$ cat config.mk
export PLATFORM = sky130hd
export DESIGN_NAME = bti_front
export DESIGN_NICKNAME = d
export VERILOG_FILES = /design/src/rtl/bti_pkg.sv /design/src/rtl/bti_front.sv
export SDC_FILE = /design/constraint.sdc
export NUM_CORES = 1
export LEC_CHECK = 0
export ABC_AREA = 1
export BUFFER_PORTS_ARGS = -buffer_cell sky130_fd_sc_hd__buf_4
export CORE_ASPECT_RATIO = 1.1
export CORE_MARGIN = 2
export CORE_UTILIZATION = 40
export CTS_CLUSTER_SIZE = 8
export DETAILED_ROUTE_END_ITERATION = 10
export PLACE_DENSITY_LB_ADDON = 0.05
export SYNTH_ARGS = -nofsm -noshare
export SYNTH_HDL_FRONTEND = slang
export SYNTH_SLANG_ARGS = --single-unit
$ cat constraint.sdc
create_clock -name clk -period 10.78 [get_ports clk]
set_input_delay 1.078 -clock clk [delete_from_list [all_inputs] [get_ports clk]]
set_output_delay 1.078 -clock clk [all_outputs]
set_load 0.02 [all_outputs]
$ cat src/rtl/bti_pkg.sv
`timescale 1ns / 1ps
// Shared types and constants for the bilinear table interpolator.
// Used by bti_front, bti_back, bti_interp and the top level; depends on nothing.
package bti_pkg;

	// Width of the signed intermediate values of the interpolation passes.
	localparam int WIDE_W = 104;
	// Width of a coordinate difference or an axis span.
	localparam int DIFF_W = 33;
	// Width of the pass step counter.
	localparam int CNT_W = 7;

	typedef enum logic [1:0] {
		OP_WR_X   = 2'd0,
		OP_WR_Y   = 2'd1,
		OP_WR_TAB = 2'd2,
		OP_LOOKUP = 2'd3
	} op_t;

	typedef struct packed {
		op_t                kind;
		logic [2:0]         row;
		logic [2:0]         col;
		logic signed [31:0] value;
		logic signed [31:0] x;
		logic signed [31:0] y;
	} cmd_t;

	// Operands of one interpolation pass.
	typedef struct packed {
		logic signed [WIDE_W-1:0] q1;
		logic signed [WIDE_W-1:0] q2;
		logic signed [31:0]       c;
		logic signed [31:0]       c1;
		logic signed [31:0]       c2;
	} ipu_req_t;

	typedef enum logic [1:0] {
		IP_IDLE,
		IP_MUL,
		IP_DIV,
		IP_FIN
	} ip_state_t;

	typedef enum logic [2:0] {
		B_IDLE,
		B_SCAN_RD,
		B_SCAN_CMP,
		B_FETCH,
		B_PASS,
		B_WAIT,
		B_DONE
	} back_state_t;

endpackage

$ cat src/rtl/bti_front.sv
`timescale 1ns / 1ps
// Front end: accepts input words, classifies them and queues them for the back end.
// Depends on bti_pkg.
module bti_front #(
	parameter int POINTS = 8
) (
	input  logic                clk,
	input  logic                arst_n,
	input  logic                in_valid,
	output logic                in_ready,
	input  bti_pkg::op_t        in_op,
	input  logic [2:0]          in_row,
	input  logic [2:0]          in_col,
	input  logic signed [31:0]  in_value,
	input  logic signed [31:0]  in_x,
	input  logic signed [31:0]  in_y,
	output logic                head_valid,
	output bti_pkg::cmd_t       head,
	input  logic                pop
);

	localparam int DEPTH = 4;

	bti_pkg::cmd_t fifo_q [DEPTH];
	logic [1:0]    wr_ptr_q;
	logic [1:0]    rd_ptr_q;
	logic [2:0]    count_q;
	logic          accept;
	logic          in_range;
	logic          push;
	bti_pkg::cmd_t cmd;

	assign in_ready   = (count_q != 3'(DEPTH));
	assign accept     = in_valid & in_ready;
	assign head_valid = (count_q != 3'd0);
	assign head       = fifo_q[rd_ptr_q];

	// Writes to positions beyond the table are dropped here.
	always_comb begin
		unique case (in_op)
			bti_pkg::OP_WR_X, bti_pkg::OP_WR_Y: in_range = ({4'd0, in_row} < 7'(POINTS));
			bti_pkg::OP_WR_TAB: in_range = ({4'd0, in_row} < 7'(POINTS))
				&& ({4'd0, in_col} < 7'(POINTS));
			default: in_range = 1'b1;
		endcase
	end

	assign push = accept & in_range;

	always_comb begin
		cmd.kind  = in_op;
		cmd.row   = in_row;
		cmd.col   = in_col;
		cmd.value = in_value;
		cmd.x     = in_x;
		cmd.y     = in_y;
	end

	// Queue storage.
	always_ff @(posedge clk) begin
		if (push) begin
			fifo_q[wr_ptr_q] <= cmd;
		end
	end

	// Queue pointers and fill count.
	always_ff @(posedge clk or negedge arst_n) begin
		if (!arst_n) begin
			wr_ptr_q <= 2'd0;
			rd_ptr_q <= 2'd0;
			count_q  <= 3'd0;
		end else begin
			if (push) begin
				wr_ptr_q <= wr_ptr_q + 2'd1;
			end
			if (pop) begin
				rd_ptr_q <= rd_ptr_q + 2'd1;
			end
			count_q <= count_q + {2'd0, push} - {2'd0, pop};
		end
	end

endmodule

==> flow_summary.ini <==
[run_status]
outcome = completed

[critical_path]
critical_path_class = reg2out
path_common_cell = buf_4
crit_family = buffers and inverters
crit_chain = buf_4 -> buf_4 -> nand2_1 -> o211ai_1 -> nand2_1 -> buf_4
cp.depth = 6
reg2reg_depth = 6
cp_num_buf_inv = 3
cp_slowest_cell = dfrtp_4
crit_fanout = 116
slowest_delay_ns = 1.02
crit_path_end_kind = primary output
startpoint_type = register
critPathArrivalTime_ns = 4.01
required_ns = 9.70

[clocking]
clock_path_buffers = 3
cts_root_buf = clkbuf_16
clk_latency_ns = 0.58
tritoncts = yes
htree_levels = 2
path_clk_slew_ns = 0.05
cts_sinks = 423
cts_hold_buf = 0
numCtsBuffers = 58
post_cts_buffers = 0
postCtsResizedCells = 0

[grt]
grt-ovfl-total = 0
grt_pass1_vias = 9794
grt_pass1_wl_um = 55300
grt_max_degree = 117
track_usage_pct = 16.8
antenna_found_initial = 0

[detailed_routing]
antenna_left = 0
drtIter0Drc = 507
firstDrtPassIters = 5
vias_per_cell = 4.74
wl_per_cell_um = 17.2
drc = 0
drt_wl_total_um = 35600
vias = 9791

[finish]
drive_above_1_share_pct = 19.5
syn_to_final_growth_pct = 22.1
num_antenna_cells = 0
nNetsFinal = 1595

[logic_synthesis]
ys_warn_count = 0
syn_avg_cell_area_um2 = 13.3
synth_top_area_share_pct = 74.6
synth_common_cells = edfxtp_1, nand2_1, inv_1, o211ai_1, buf_2
syn_inst = 1263
synth_area_um2 = 16700
synth_flop_cell = edfxtp_1
ys_ff_latch = 423
synthArstFlopShare_pct = 1.65
synthTopCellsByArea = edfxtp_1, o211ai_1, nand2_1, inv_1, buf_2
synth_cell_types = 15
synth_area_leader_cell = edfxtp_1
synth_nets = 1378
synth_enable_flop_cells = 416
seq_area_frac_synth_pct = 75.6
yosysMostFrequentCell = edfxtp_1

[run]
max_cap_violations = 0

[die]
ios = 214
coreArea_um2 = 41300
dieWidth_um = 199
rows = 78
initial_core_util_pct = 40.6
die_y_um = 219
fp.dieArea_um2 = 43500

[sta]
finalCritPeriodShare_pct = 47.2
slew_headroom_pct = 27.7
setup_viol = 0
fin_hold_ws_ns = 0.302
drv_slew = 0
worstMarginPinSlew_ns = 1.08
fin_tns_setup_ns = 0
fin_crit_ns = 5.09
final_hold_viol_count = 0
rsz0062_at_grt = false
fin_skew_ns = 0.0165
fmax_mhz = 196

[power_and_ir_drop]
seq_power_share_pct = 38.3
p_clk_share_pct = 26.4
p_leak_uw = 0.00810
p_int_uw = 3900
p_sw_share_pct = 35.7
p_per_area_nw_per_um2 = 297
vdd_drop_max_mv = 0.155
pwr-share-comb_pct = 35.3
switchingPower_uw = 2170

[worst_hold_path]
min_path_type = in2async

[place]
portBuffers = 213
place_congestion = 0.699
hpwlAfterDp_um = 19600
-- flip-flops by register name, indices dropped and copies added (netlist names) --
register / cells
wr_ptr_q: 2
count_q: 3
fifo_q: 416
rd_ptr_q: 2
-- worst paths after layout --
kind	slack, ns	from	end
hold / removal	0.30	arst_n	count_q[2]$_DFF_PN0_
max in group asynchronous	10.33	arst_n	rd_ptr_q[0]$_DFFE_PN0P_
setup / recovery	5.69	rd_ptr_q[0]$_DFFE_PN0P_	head[38]
min in group clk	0.50	count_q[0]$_DFF_PN0_	count_q[0]$_DFF_PN0_
hold reg to reg	0.50	count_q[0]$_DFF_PN0_	count_q[0]$_DFF_PN0_
setup reg to reg	7.34	count_q[1]$_DFF_PN0_	fifo_q[2][57]$_DFFE_PP_
-- layer usage --
metal,vias up,wire (um),track usage [%]
li1,4815,-,-
met1,4713,15200,21.0
met2,216,17400,28.5
met3,47,2390,4.58
met4,0,633,5.00
met5,-,0,0
-- through the flow --
stage	setup WS, ns	instance area [um2]	cells	util (%)	power (uW)
2_1_floorplan	4.65	16700	1263	-	3710
3_3_place_gp	6.23	18900	1980	45.7	4560
3_5_place_dp	6.18	18900	1980	45.7	4570
4_1_cts	5.54	20400	2066	49.5	6190
5_1_grt	5.20	20400	2066	49.5	6460
6_report	5.69	20400	2066	49.5	6060
-- layout make-up --
class	instances	area (um2)
clock buffers	85	1570
multi-input cells	550	2960
inverters	221	832
fillers	3630	20800
flip-flops and latches	423	12700
repair buffers	226	1700
well taps	560	701
clock inverters	1	8.76
-- layout by cell type, fill, tap and decap left out, types with 4 or more instances in the layout --
cell       instances
nand2_1          325
buf_4            226
edfxtp_1         416
dfrtp_1            5
inv_1            220
clkbuf_16         59
clkbuf_1          26
ha_1               6
o211ai_1         208
nor2_4             4
-- kinds of logic (layout without fill, tap and decap cells) --
logic type | count (synthesis) | count (layout) | synth area share (%)
flops | 423 | 423 | 75.6
simple gates | 333 | 333 | 7.48
buf+inv | 290 | 533 | 6.89
compound gates | 208 | 208 | 9.32
fa+ha+maj | 7 | 7 | 0.568
xor+xnor | 2 | 2 | 0.105
-- power groups by stage --
| stage | combinational [uW] | clock [uW] | sequential, uW |
|---|---|---|---|
| 4_1_cts | 2210 | 1650 | 2330 |
| 2_1_floorplan | 1400 | 0 | 2300 |
| 6_report | 2140 | 1600 | 2320 |
| 5_1_grt | 2380 | 1720 | 2360 |
| 3_3_place_gp | 2200 | 0 | 2360 |
| 3_5_place_dp | 2210 | 0 | 2360 |
No activity file was read; power rests on OpenSTA's default activity.
